## src/hdl/mccq_pkg.sv

```systemverilog
package mccq_pkg;

  // Fixed field widths of the stream beats
  localparam int CH_MAX    = 6;
  localparam int SAMPLE_W  = 12;
  localparam int CAL_CH_W  = 3;

  // Slave tdata layout, lowest bit first
  localparam int S_DATA_W      = 104;
  localparam int S_CAL_CH_LSB  = CH_MAX * SAMPLE_W;
  localparam int S_ENTRY_LSB   = S_CAL_CH_LSB + CAL_CH_W;
  localparam int S_EXIT_LSB    = S_ENTRY_LSB + SAMPLE_W;
  localparam int S_RISING_BIT  = S_EXIT_LSB + SAMPLE_W;

  // Master tdata layout
  localparam int M_DATA_W      = 8;
  localparam int M_RESULT_W    = CH_MAX + 1;

  // tuser codes on the slave side
  localparam logic KIND_TICK = 1'b0;
  localparam logic KIND_CAL  = 1'b1;

  // Threshold values after reset
  localparam logic [SAMPLE_W-1:0] ENTRY_RESET = 12'd1023;
  localparam logic [SAMPLE_W-1:0] EXIT_RESET  = 12'd1022;

  // Per-lane control for one accepted beat
  typedef struct packed {
    logic                tick;
    logic                load;
    logic                rising;
    logic [SAMPLE_W-1:0] entry_level;
    logic [SAMPLE_W-1:0] exit_level;
  } lane_ctrl_t;

endpackage

```

## src/hdl/mccq_lane.sv

```systemverilog
module mccq_lane #(
  parameter int WINDOW_LEN  = 10,
  parameter int ACCEPT_MIN  = 8,
  parameter int RELEASE_LEN = 10,
  parameter int SAMPLE_BITS = 12
) (
  input  logic                          clk,
  input  logic                          rst,
  input  mccq_pkg::lane_ctrl_t          ctrl,
  input  logic [mccq_pkg::SAMPLE_W-1:0] sample,
  output logic                          contact_next
);
  import mccq_pkg::*;

  localparam int CW  = (SAMPLE_BITS < SAMPLE_W) ? SAMPLE_BITS : SAMPLE_W;
  localparam int WCW = $clog2(WINDOW_LEN + 1);
  localparam int RCW = $clog2(RELEASE_LEN + 1);
  localparam logic [WCW-1:0] WIN_MAX   = WCW'(WINDOW_LEN);
  localparam logic [RCW-1:0] REL_MAX   = RCW'(RELEASE_LEN);
  localparam bit             ACC_REACH = (ACCEPT_MIN <= WINDOW_LEN);
  localparam logic [WCW-1:0] ACC_MIN_W = WCW'(ACCEPT_MIN);

  logic [CW-1:0]  entry_level;
  logic [CW-1:0]  exit_level;
  logic           rising;
  logic [WCW-1:0] evidence_count, evidence_count_next;
  logic [WCW-1:0] window_count, window_count_next;
  logic [RCW-1:0] release_run, release_run_next;
  logic           candidate, candidate_next;
  logic           confirmed, confirmed_next;

  logic [CW-1:0]  s;
  logic           hit_entry;
  logic           hit_evid;

  assign s         = sample[CW-1:0];
  assign hit_entry = rising ? (s >= entry_level) : (s <= entry_level);
  assign hit_evid  = rising ? (s > exit_level) : (s < exit_level);

  always_comb begin
    evidence_count_next = evidence_count;
    window_count_next   = window_count;
    release_run_next    = release_run;
    candidate_next      = candidate;
    confirmed_next      = confirmed;
    if (ctrl.load) begin
      evidence_count_next = '0;
      window_count_next   = '0;
      release_run_next    = '0;
      candidate_next      = 1'b0;
      confirmed_next      = 1'b0;
    end else if (ctrl.tick) begin
      if (!confirmed) begin
        release_run_next = '0;
        if (!candidate && hit_entry) begin
          // entry crossing opens a fresh window
          candidate_next      = 1'b1;
          evidence_count_next = '0;
          window_count_next   = '0;
        end
        if (candidate_next) begin
          if (window_count_next < WIN_MAX) begin
            window_count_next = window_count_next + WCW'(1);
          end
          if (hit_evid && (evidence_count_next < WIN_MAX)) begin
            evidence_count_next = evidence_count_next + WCW'(1);
          end
          if (window_count_next >= WIN_MAX) begin
            confirmed_next      = ACC_REACH && (evidence_count_next >= ACC_MIN_W);
            candidate_next      = confirmed_next;
            evidence_count_next = '0;
            window_count_next   = '0;
          end
        end
      end else begin
        evidence_count_next = '0;
        window_count_next   = '0;
        if (candidate && !hit_evid) begin
          candidate_next = 1'b0;
        end else if (!candidate && hit_entry) begin
          candidate_next = 1'b1;
        end
        if (candidate_next) begin
          release_run_next = '0;
        end else begin
          if (release_run < REL_MAX) begin
            release_run_next = release_run + RCW'(1);
          end
          if (release_run_next >= REL_MAX) begin
            confirmed_next   = 1'b0;
            release_run_next = '0;
          end
        end
      end
    end
  end

  assign contact_next = confirmed_next;

  always_ff @(posedge clk) begin
    if (rst) begin
      entry_level    <= CW'(ENTRY_RESET);
      exit_level     <= CW'(EXIT_RESET);
      rising         <= 1'b1;
      evidence_count <= '0;
      window_count   <= '0;
      release_run    <= '0;
      candidate      <= 1'b0;
      confirmed      <= 1'b0;
    end else begin
      if (ctrl.load) begin
        entry_level <= ctrl.entry_level[CW-1:0];
        exit_level  <= ctrl.exit_level[CW-1:0];
        rising      <= ctrl.rising;
      end
      evidence_count <= evidence_count_next;
      window_count   <= window_count_next;
      release_run    <= release_run_next;
      candidate      <= candidate_next;
      confirmed      <= confirmed_next;
    end
  end

  a_window_bound: assert property (@(posedge clk) disable iff (rst)
    window_count <= WIN_MAX && evidence_count <= WIN_MAX)
    else $error("window counters out of range");

  a_run_only_confirmed: assert property (@(posedge clk) disable iff (rst)
    (release_run != '0) |-> confirmed)
    else $error("release run counting while not in contact");

  a_confirmed_no_window: assert property (@(posedge clk) disable iff (rst)
    confirmed |-> (window_count == '0 && evidence_count == '0))
    else $error("window open while in contact");

  a_load_clears: assert property (@(posedge clk) disable iff (rst)
    ctrl.load |=> (!confirmed && !candidate && release_run == '0))
    else $error("calibration load left qualifier state");

endmodule

```

## src/hdl/mccq_merge.sv

```systemverilog
module mccq_merge #(
  parameter int CHANNELS = 6
) (
  input  logic                          clk,
  input  logic                          rst,
  input  logic                          push,
  input  logic [CHANNELS-1:0]           contact_next,
  input  logic                          cal_ok,
  output logic                          ready,
  output logic                          m_valid,
  input  logic                          m_ready,
  output logic [mccq_pkg::M_DATA_W-1:0] m_data
);
  import mccq_pkg::*;

  logic [M_RESULT_W-1:0] result;
  logic [M_RESULT_W-1:0] head, head_next;
  logic [M_RESULT_W-1:0] tail, tail_next;
  logic [1:0]            count, count_next;
  logic                  pop;

  // lanes past CHANNELS report no contact
  assign result  = {cal_ok, CH_MAX'(contact_next)};
  assign pop     = m_valid && m_ready;
  assign ready   = (count != 2'd2);
  assign m_valid = (count != 2'd0);
  assign m_data  = M_DATA_W'(head);

  always_comb begin
    head_next  = head;
    tail_next  = tail;
    count_next = count;
    case ({push, pop})
      2'b10: begin
        if (count == 2'd0) begin
          head_next = result;
        end else begin
          tail_next = result;
        end
        count_next = count + 2'd1;
      end
      2'b11: begin
        if (count == 2'd1) begin
          head_next = result;
        end else begin
          head_next = tail;
          tail_next = result;
        end
      end
      2'b01: begin
        head_next  = tail;
        count_next = count - 2'd1;
      end
      default: begin
      end
    endcase
  end

  always_ff @(posedge clk) begin
    if (rst) begin
      count <= 2'd0;
    end else begin
      count <= count_next;
    end
    head <= head_next;
    tail <= tail_next;
  end

  a_count_bound: assert property (@(posedge clk) disable iff (rst)
    count <= 2'd2)
    else $error("result queue overflow");

  a_empty_push_shows: assert property (@(posedge clk) disable iff (rst)
    (push && count == 2'd0) |=> (m_valid && head == $past(result)))
    else $error("result not presented after push into empty queue");

  a_no_push_when_full: assert property (@(posedge clk) disable iff (rst)
    (count == 2'd2 && !pop) |=> (count == 2'd2 && $stable(tail)))
    else $error("full queue changed without a pop");

endmodule

```

## src/hdl/multi_channel_contact_qualifier.sv

```systemverilog
// Channel | Dir | Ports                       | Beat contents
// s_axis  | in  | tvalid, tready, tdata, tuser | tick samples or one-leg calibration
// m_axis  | out | tvalid, tready, tdata        | contact mask and calibration status
//
// One beat per cycle while s_axis_tready is high: every lane compares and
// updates its counters in the cycle the input beat is taken, so throughput is
// one item per clock until the queue fills; results are registered in the queue.
// A two-entry result queue sits between the sides; s_axis_tready drops only
// while both entries are held, so m_axis stalls back up after two beats.
// rst (synchronous) loads 1023/1022, rising polarity, clears lanes and queue.
module multi_channel_contact_qualifier #(
  parameter int CHANNELS    = 6,
  parameter int WINDOW_LEN  = 10,
  parameter int ACCEPT_MIN  = 8,
  parameter int RELEASE_LEN = 10,
  parameter int SAMPLE_BITS = 12
) (
  input  logic                          clk,
  input  logic                          rst,
  input  logic                          s_axis_tvalid,
  output logic                          s_axis_tready,
  // [71:0] sample_0..sample_5 (12 each), [74:72] cal_channel,
  // [86:75] cal_entry_level, [98:87] cal_exit_level, [99] cal_rising, [103:100] zero
  input  logic [mccq_pkg::S_DATA_W-1:0] s_axis_tdata,
  // [0] kind: 0 tick, 1 calibration
  input  logic                          s_axis_tuser,
  output logic                          m_axis_tvalid,
  input  logic                          m_axis_tready,
  // [5:0] contact_mask, [6] cal_accepted, [7] zero
  output logic [mccq_pkg::M_DATA_W-1:0] m_axis_tdata
);
  import mccq_pkg::*;

  logic                accept;
  logic                is_tick;
  logic                is_cal;
  logic [CAL_CH_W-1:0] cal_channel;
  logic [SAMPLE_W-1:0] cal_entry;
  logic [SAMPLE_W-1:0] cal_exit;
  logic                cal_rising;
  logic                ch_ok;
  logic                order_ok;
  logic                cal_ok;
  logic [CHANNELS-1:0] contact_next;

  assign accept      = s_axis_tvalid && s_axis_tready;
  assign is_tick     = accept && (s_axis_tuser == KIND_TICK);
  assign is_cal      = accept && (s_axis_tuser == KIND_CAL);

  assign cal_channel = s_axis_tdata[S_CAL_CH_LSB +: CAL_CH_W];
  assign cal_entry   = s_axis_tdata[S_ENTRY_LSB +: SAMPLE_W];
  assign cal_exit    = s_axis_tdata[S_EXIT_LSB +: SAMPLE_W];
  assign cal_rising  = s_axis_tdata[S_RISING_BIT];

  // Hysteresis order: rising wants exit below entry, falling wants it above.
  // Checked on the full 12-bit values before any masking.
  assign ch_ok    = (32'(cal_channel) < CHANNELS);
  assign order_ok = cal_rising ? (cal_exit < cal_entry) : (cal_exit > cal_entry);
  assign cal_ok   = is_cal && ch_ok && order_ok;

  for (genvar i = 0; i < CHANNELS; i++) begin : g_lane
    lane_ctrl_t ctrl;

    assign ctrl.tick        = is_tick;
    assign ctrl.load        = cal_ok && (cal_channel == CAL_CH_W'(i));
    assign ctrl.rising      = cal_rising;
    assign ctrl.entry_level = cal_entry;
    assign ctrl.exit_level  = cal_exit;

    mccq_lane #(
      .WINDOW_LEN  (WINDOW_LEN),
      .ACCEPT_MIN  (ACCEPT_MIN),
      .RELEASE_LEN (RELEASE_LEN),
      .SAMPLE_BITS (SAMPLE_BITS)
    ) u_lane (
      .clk          (clk),
      .rst          (rst),
      .ctrl         (ctrl),
      .sample       (s_axis_tdata[i*SAMPLE_W +: SAMPLE_W]),
      .contact_next (contact_next[i])
    );
  end

  // Merge the lane flags into the result beat and queue it
  mccq_merge #(
    .CHANNELS (CHANNELS)
  ) u_merge (
    .clk          (clk),
    .rst          (rst),
    .push         (accept),
    .contact_next (contact_next),
    .cal_ok       (cal_ok),
    .ready        (s_axis_tready),
    .m_valid      (m_axis_tvalid),
    .m_ready      (m_axis_tready),
    .m_data       (m_axis_tdata)
  );

endmodule
```

## config.mk

```make
export PLATFORM = sky130hd
export DESIGN_NAME = multi_channel_contact_qualifier
export DESIGN_NICKNAME = d
export VERILOG_FILES = /design/src/hdl/mccq_pkg.sv /design/src/hdl/mccq_lane.sv /design/src/hdl/mccq_merge.sv /design/src/hdl/multi_channel_contact_qualifier.sv
export SDC_FILE = /design/constraint.sdc
export NUM_CORES = 1
export LEC_CHECK = 0
export ABC_AREA = 1
export BUFFER_PORTS_ARGS = -buffer_cell sky130_fd_sc_hd__buf_4
export CORE_ASPECT_RATIO = 0.5
export CORE_MARGIN = 3
export CORE_UTILIZATION = 50
export DETAILED_ROUTE_END_ITERATION = 8
export GPL_ROUTABILITY_DRIVEN = 0
export PLACE_DENSITY = 0.74
export SLEW_MARGIN = 30
export SYNTH_ARGS = -nofsm -noshare
export SYNTH_HDL_FRONTEND = slang
export SYNTH_SLANG_ARGS = --single-unit
```

## constraint.sdc

```tcl
create_clock -name clk -period 3.54 [get_ports clk]
set_input_delay 0.531 -clock clk [delete_from_list [all_inputs] [get_ports clk]]
set_output_delay 0.531 -clock clk [all_outputs]
set_load 0.005 [all_outputs]
```

# Word level (Yosys, flattened, before mapping)
# Index checks and enable logic that the tools add are counted.
# Widths: inputs -> output; s select.
# word_totals
register_bits	250
inputBits	109
out_inout_bits	10
word_cells	524
# classes
addsub	20
magnitude_cmp	63
n_eq_ne	13
n_mux	320
n_bitwise	1
n_reduce_logical	56
# ops
op	n
$mux 4	192
$mux 1	121
$gt 12x12->1	7
$lt 12x12->1	7
$add 4x1->4 const B	18
$ge 12x12->1	6
$ge 4x4->1 const B	18
$le 12x12->1	6
$lt 4x4->1 const B	18
$logic_and 1x1->1	30
$mux 7	4
$pmux 7 s3	1
$pmux 7 s2	1
$logic_not 1->1	12
$reduce_or 2->1	6
$eq 3x2->1 const B	2
$eq 3x3->1 const B	2
$ne 2x2->1 const B	3
$reduce_bool 2->1	3
$eq 2x1->1 const B	2
$eq 2x2->1 const B	2
$pmux 2 s2	1
$eq 3x1->1 const B	1
$logic_not 3->1	1
9 further kinds	9

# Longest topological paths before layout
# logic_depth
depth_word	22
mapped_depth	23
depth_no_buf	22

# Hierarchy
# A second synthesis with hierarchy kept.
# hier_totals
cells_unflattened	2312
area_unflattened_um2	16559.6
# modules_own_cells
module	instances	cells_per_inst	area_each_um2	seq_area_each_um2
mccq_lane (g_lane[0].u_lane ...)	5	359	2548.7	780.7
mccq_lane (g_lane[5].u_lane)	1	355	2542.4	780.7
mccq_merge	1	80	793.3	460.4
multi_channel_contact_qualifier	1	82	480.5	0.0

# Least setup slack after synthesis
# Ideal clock, no wire load.
# synth_timing
path_kind	input-to-reg
from	in s_axis_tdata[47] (netlist name)
to	reg u_merge.head[3] (data pin)
setup_ps	253
t_arrival_ps	2608
setup_slack_ps	679
path_stages	19
path_buffers	1
cell_sequence	ha_1 > nand2_1 > nor2_2 > and2_1 > nand2_2 > nand3_2 > nand3_2 > nand3_4 > buf_8 > inv_1 > nor2_1 > ha_1 > inv_1 > o211ai_1 > nand3_2 > nand4_1 > nand2_1 > nand3_1 > nand2_1
# synth_via
elab_chain_cells	22
elab_cells_between_ends	51
# synth_rtl
element	line	text
from (decl)	multi_channel_contact_qualifier.sv:24	input logic [mccq_pkg::S_DATA_W-1:0] s_axis_tdata,
$le 12x12->1 / $ge 12x12->1 (equally long branches)	mccq_lane.sv:37	assign hit_entry = rising ? (s >= entry_level) : (s <= entry_level);
$mux 1	mccq_lane.sv:37	
$logic_and 1x1->1	mccq_lane.sv:55, mccq_lane.sv:80	
$mux 4	mccq_lane.sv:55	if (!candidate && hit_entry) begin
$mux 4	mccq_lane.sv:53	if (!confirmed) begin
$mux 4	mccq_lane.sv:52	end else if (ctrl.tick) begin
$mux 4	mccq_lane.sv:46	if (ctrl.load) begin
$lt 4x4->1	mccq_lane.sv:65	if (hit_evid && (evidence_count_next < WIN_MAX)) begin
(+7 left out)	-	
$mux 1	mccq_lane.sv:68	if (window_count_next >= WIN_MAX) begin
$mux 1	mccq_lane.sv:61	if (candidate_next) begin
$mux 1 (*)	mccq_lane.sv:53	
$mux 1 (*)	mccq_lane.sv:52	
$mux 1 (*)	mccq_lane.sv:46	
$mux 7 (on tied branches)	mccq_merge.sv:43, mccq_merge.sv:35	
$pmux 7 s3 (*)	mccq_merge.sv:33	case ({push, pop})
named net u_merge.head_next[3]	mccq_merge.sv:17	logic [M_RESULT_W-1:0] head, head_next;
to (signal assigned)	mccq_merge.sv:65	head <= head_next;
to (decl)	mccq_merge.sv:17	
# The timed path passes the listed nets; every way through them passes the cells marked *. The select of a mux whose other input is x is not followed.
# A chain may end at the register's enable or synchronous reset.

# Worst setup path in the final report
# layout_timing
from	reg g_lane[5].u_lane.entry_level[7]
to	reg u_merge.head[5] (data pin)
# layout_via
elab_chain_cells	22
elab_cells_between_ends	46
# layout_rtl
element	line	text
from (decl)	mccq_lane.sv:23	logic [CW-1:0] entry_level;
from (signal assigned)	mccq_lane.sv:102	entry_level <= CW'(ENTRY_RESET);
from (signal assigned)	mccq_lane.sv:112	entry_level <= ctrl.entry_level[CW-1:0];
$le 12x12->1 / $ge 12x12->1 (equally long branches)	mccq_lane.sv:37	
$mux 1 (*)	mccq_lane.sv:37	
$logic_and 1x1->1 (*)	mccq_lane.sv:55, mccq_lane.sv:80	
$mux 4	mccq_lane.sv:55	
$mux 4	mccq_lane.sv:53	
$mux 4	mccq_lane.sv:52	
$mux 4	mccq_lane.sv:46	
$lt 4x4->1	mccq_lane.sv:65	
(+7 left out)	-	
$mux 1	mccq_lane.sv:68	
$mux 1	mccq_lane.sv:61	
$mux 1 (*)	mccq_lane.sv:53	
$mux 1 (*)	mccq_lane.sv:52	
$mux 1 (*)	mccq_lane.sv:46	
$mux 7 (on tied branches)	mccq_merge.sv:43, mccq_merge.sv:35	
$pmux 7 s3 (*)	mccq_merge.sv:33	
named net u_merge.head_next[5]	mccq_merge.sv:17	
# Marks and branches as above.

==> impl_metrics.tcl <==
set metrics [dict create \
    status "complete, no violations" \
    vias_per_cell 5.41 \
    grt_setup_unrepaired "no" \
    synth_top_cell_area_share_pct 29.8 \
    synth_fa_ha_area_share_pct 13.7 \
    antenna_found_initial 0 \
    cts.sinks 250 \
    synth_top_family_by_area "simple AND/OR/NAND/NOR gates" \
    synth.net_count 2468 \
    synthXorXnorAreaFrac_pct 0.883 \
    htree_levels 1 \
    start_util_pct 51.6 \
    final_cells 2747 \
    area_delta_synth_final_pct 14.7 \
    dp_hpwl_mm 31.5 \
    placed_area_mm2 0.0173 \
    overflow 0 \
    die-area_mm2 0.0341 \
    syn_area_mm2 0.0159 \
    ys.flop_type "dfxtp_1" \
    vias 14900 \
    combPwrFrac_pct 19.7 \
    sw_frac_of_total_pct 29.8 \
    timing.final.crit_period_ps 2960 \
    wl_per_cell_um 15.8 \
    utilization_pct 59.1 \
    drt_iter0_drc 1113 \
    design_area_mm2 0.0182 \
    fp.coreArea_mm2 0.0308 \
    wirelength_mm 43.3 \
    grt_pass1_wl_mm 68.4 \
    dp_cells 2702 \
    synth_cell_types 55 \
    drive_gt1_share_pct 13.1 \
    grt_pass1_vias 13400 \
    synth_edf_count 14 \
    grt_max_degree 55 \
    p_leak_nw 9.35 \
    gr-usage-all-layers_pct 24.6 \
    ant_nets 0 \
    cts_tree "done" \
    synth_top_area_cell "dfxtp_1" \
    crit_required_ps 3820 \
    relSlewSlack_pct 57.7 \
    crit_type "reg -> reg" \
    post_cts_buffers 0 \
    end_kind "flip-flop" \
    synthSimpleGateAreaFrac_pct 25.0 \
    fp.dieW_um 258 \
    cp-start-kind "flip-flop" \
    drv_slew 0 \
    port_buffers 113 \
    synth_area_per_cell_um2 7.27 \
    ys_seq_area_share_pct 32.4 \
    cts.clk_slew.worst_paths_ps 70 \
    ys_async_sr_fraction_pct 0 \
    power_density_mw_per_mm2 408 \
    mostFrequentLayoutCells "531 x nand2_1, 309 x inv_1, 236 x dfxtp_1, 194 x a21oi_1, 174 x ha_1" \
    cts_made_buffers 25 \
    antenna_cells 0 \
    drc_errors 0 \
    syn-instance-count 2185 \
    clk_latency_ps 540 \
    setup_viol 0 \
    layout_commonest_cell "nand2_1" \
    cts_buffer_depth 3 \
    hold_buffers 0 \
    setup_tns_ps 0 \
    min_period_over_period_pct 83.5 \
    ys_ff_latch 250 \
    die_h_um 132 \
    synth_compound_area_share_pct 17.8 \
    hold_violations 0 \
    nFillCells 2834 \
    clock-root-buffer "clkbuf_16" \
    synthMuxAreaShare_pct 0.205 \
    seq_power_share_pct 41.3 \
    clock_skew_ps 12.7 \
    crit_path_max_fanout 7 \
    worstMarginPinSlew_ps 634 \
    p_int_mw 5.22 \
    synth_warnings 0 \
    pin_count 119 \
    clock_power_share_pct 39.0 \
    irDropWorstVdd_uv 314 \
    p_sw_mw 2.21 \
    hold_path_class "in -> reg" \
    cp.arrival_ps 3230 \
    layout.nets 2589 \
    rows 45 \
    firstDrtPassIters 5 \
    fmax_ghz 0.338 \
    ctsResizeCount 0 \
    synth_area_leaders "dfxtp_1 30%, ha_1 14%, nand2_1 13%" \
    cap_viol_max_count 0 \
]
[path summary, 6_finish.rpt]
kind | end | slack, ps | cells past startpoint | start
max | u_merge.head[5] | 580 | 19 | g_lane[5].u_lane.entry_level[7]
min reg2reg | g_lane[2].u_lane.entry_level[11] | 460 | 2 | g_lane[2].u_lane.entry_level[11]
max reg2reg | u_merge.head[5] | 580 | 19 | g_lane[5].u_lane.entry_level[7]
min | u_merge.count[0] | 190 | 2 | rst
[sequential cells by signal (all words and copies together), names as in the netlist, 7 cells and up]
| signal | flops |
|---|---|
| g_lane.u_lane.entry_level | 72 |
| g_lane.u_lane.exit_level | 72 |
| g_lane.u_lane.evidence_count | 24 |
| g_lane.u_lane.release_run | 24 |
| g_lane.u_lane.window_count | 24 |
| u_merge.head | 7 |
| u_merge.tail | 7 |
[critical path: stages (launching register included)]
cell and delay, ps:
dfxtp_1 340, inv_1 60, ha_1 300, nand2_1 70, inv_1 40, nand2_1 50
nand2_1 60, a21oi_1 170, nand4_1 130, nand3_2 170, inv_1 90, nor2_1 160
ha_1 190, inv_1 50, o211ai_1 250, nand3_2 150, nand3_2 160, o21bai_2 90
nand3_1 70, nand2_1 100
[routing by layer]
metal | wire, µm | vias up | GRT usage, %
met4 | 1900 | 0 | 9.84
met1 | 20000 | 6780 | 33.5
met2 | 18800 | 423 | 39.6
met5 | 0 | - | 0
met3 | 2640 | 92 | 3.53
li1 | - | 7580 | -
[area by class of cell]
type,instances,area (µm²),share of cell area [%]
clock buffer,32,704,3.87
clock inverter,13,175,0.962
inverter,322,1210,6.65
multi-input combinational,1540,9150,50.3
sequential,250,5140,28.3
tap,423,529,2.91
timing repair buffer,167,1290,7.09
[through the flow]
stage / power, mW / worst slack (ps) / hold slack [ps]
4_1_cts: 7.46 / 604 / 170
6_report: 7.43 / 584 / 186
2_1_floorplan: 3.98 / 679 / 433
3_3_place_gp: 4.55 / 375 / 448
5_1_grt: 7.74 / 257 / 186
3_5_place_dp: 4.58 / 312 / 453
[power groups by stage]
stage / Clock, mW / Combinational [mW] / Sequential, mW
after floorplan: 0 / 0.863 / 3.11
after global placement: 0 / 1.41 / 3.13
after detailed placement: 0 / 1.44 / 3.13
after CTS: 2.94 / 1.45 / 3.07
after global routing: 3.04 / 1.61 / 3.09
final: 2.90 / 1.46 / 3.07
[cell usage after synthesis, drive strengths merged (14+ instances only)]
| cell | count |
|---|---|
| nand2 | 549 |
| inv | 320 |
| dfxtp | 236 |
| a21oi | 197 |
| ha | 174 |
| nand3 | 134 |
| o211ai | 131 |
| o21ai | 103 |
| nor2 | 96 |
| nand4 | 66 |
| buf | 46 |
| clkbuf | 27 |
| edfxtp | 14 |
| o21bai | 14 |
[cell families after synthesis]
logic type,after synthesis
other,1
XOR/XNOR,16
adder cells (fa/ha/maj),174
flip-flops,250
AND/OR/NAND/NOR,877
multiplexers,3
buffers and inverters,395
AO/OA/AOI/OAI,469
No activity file was read; power rests on OpenSTA's default activity.
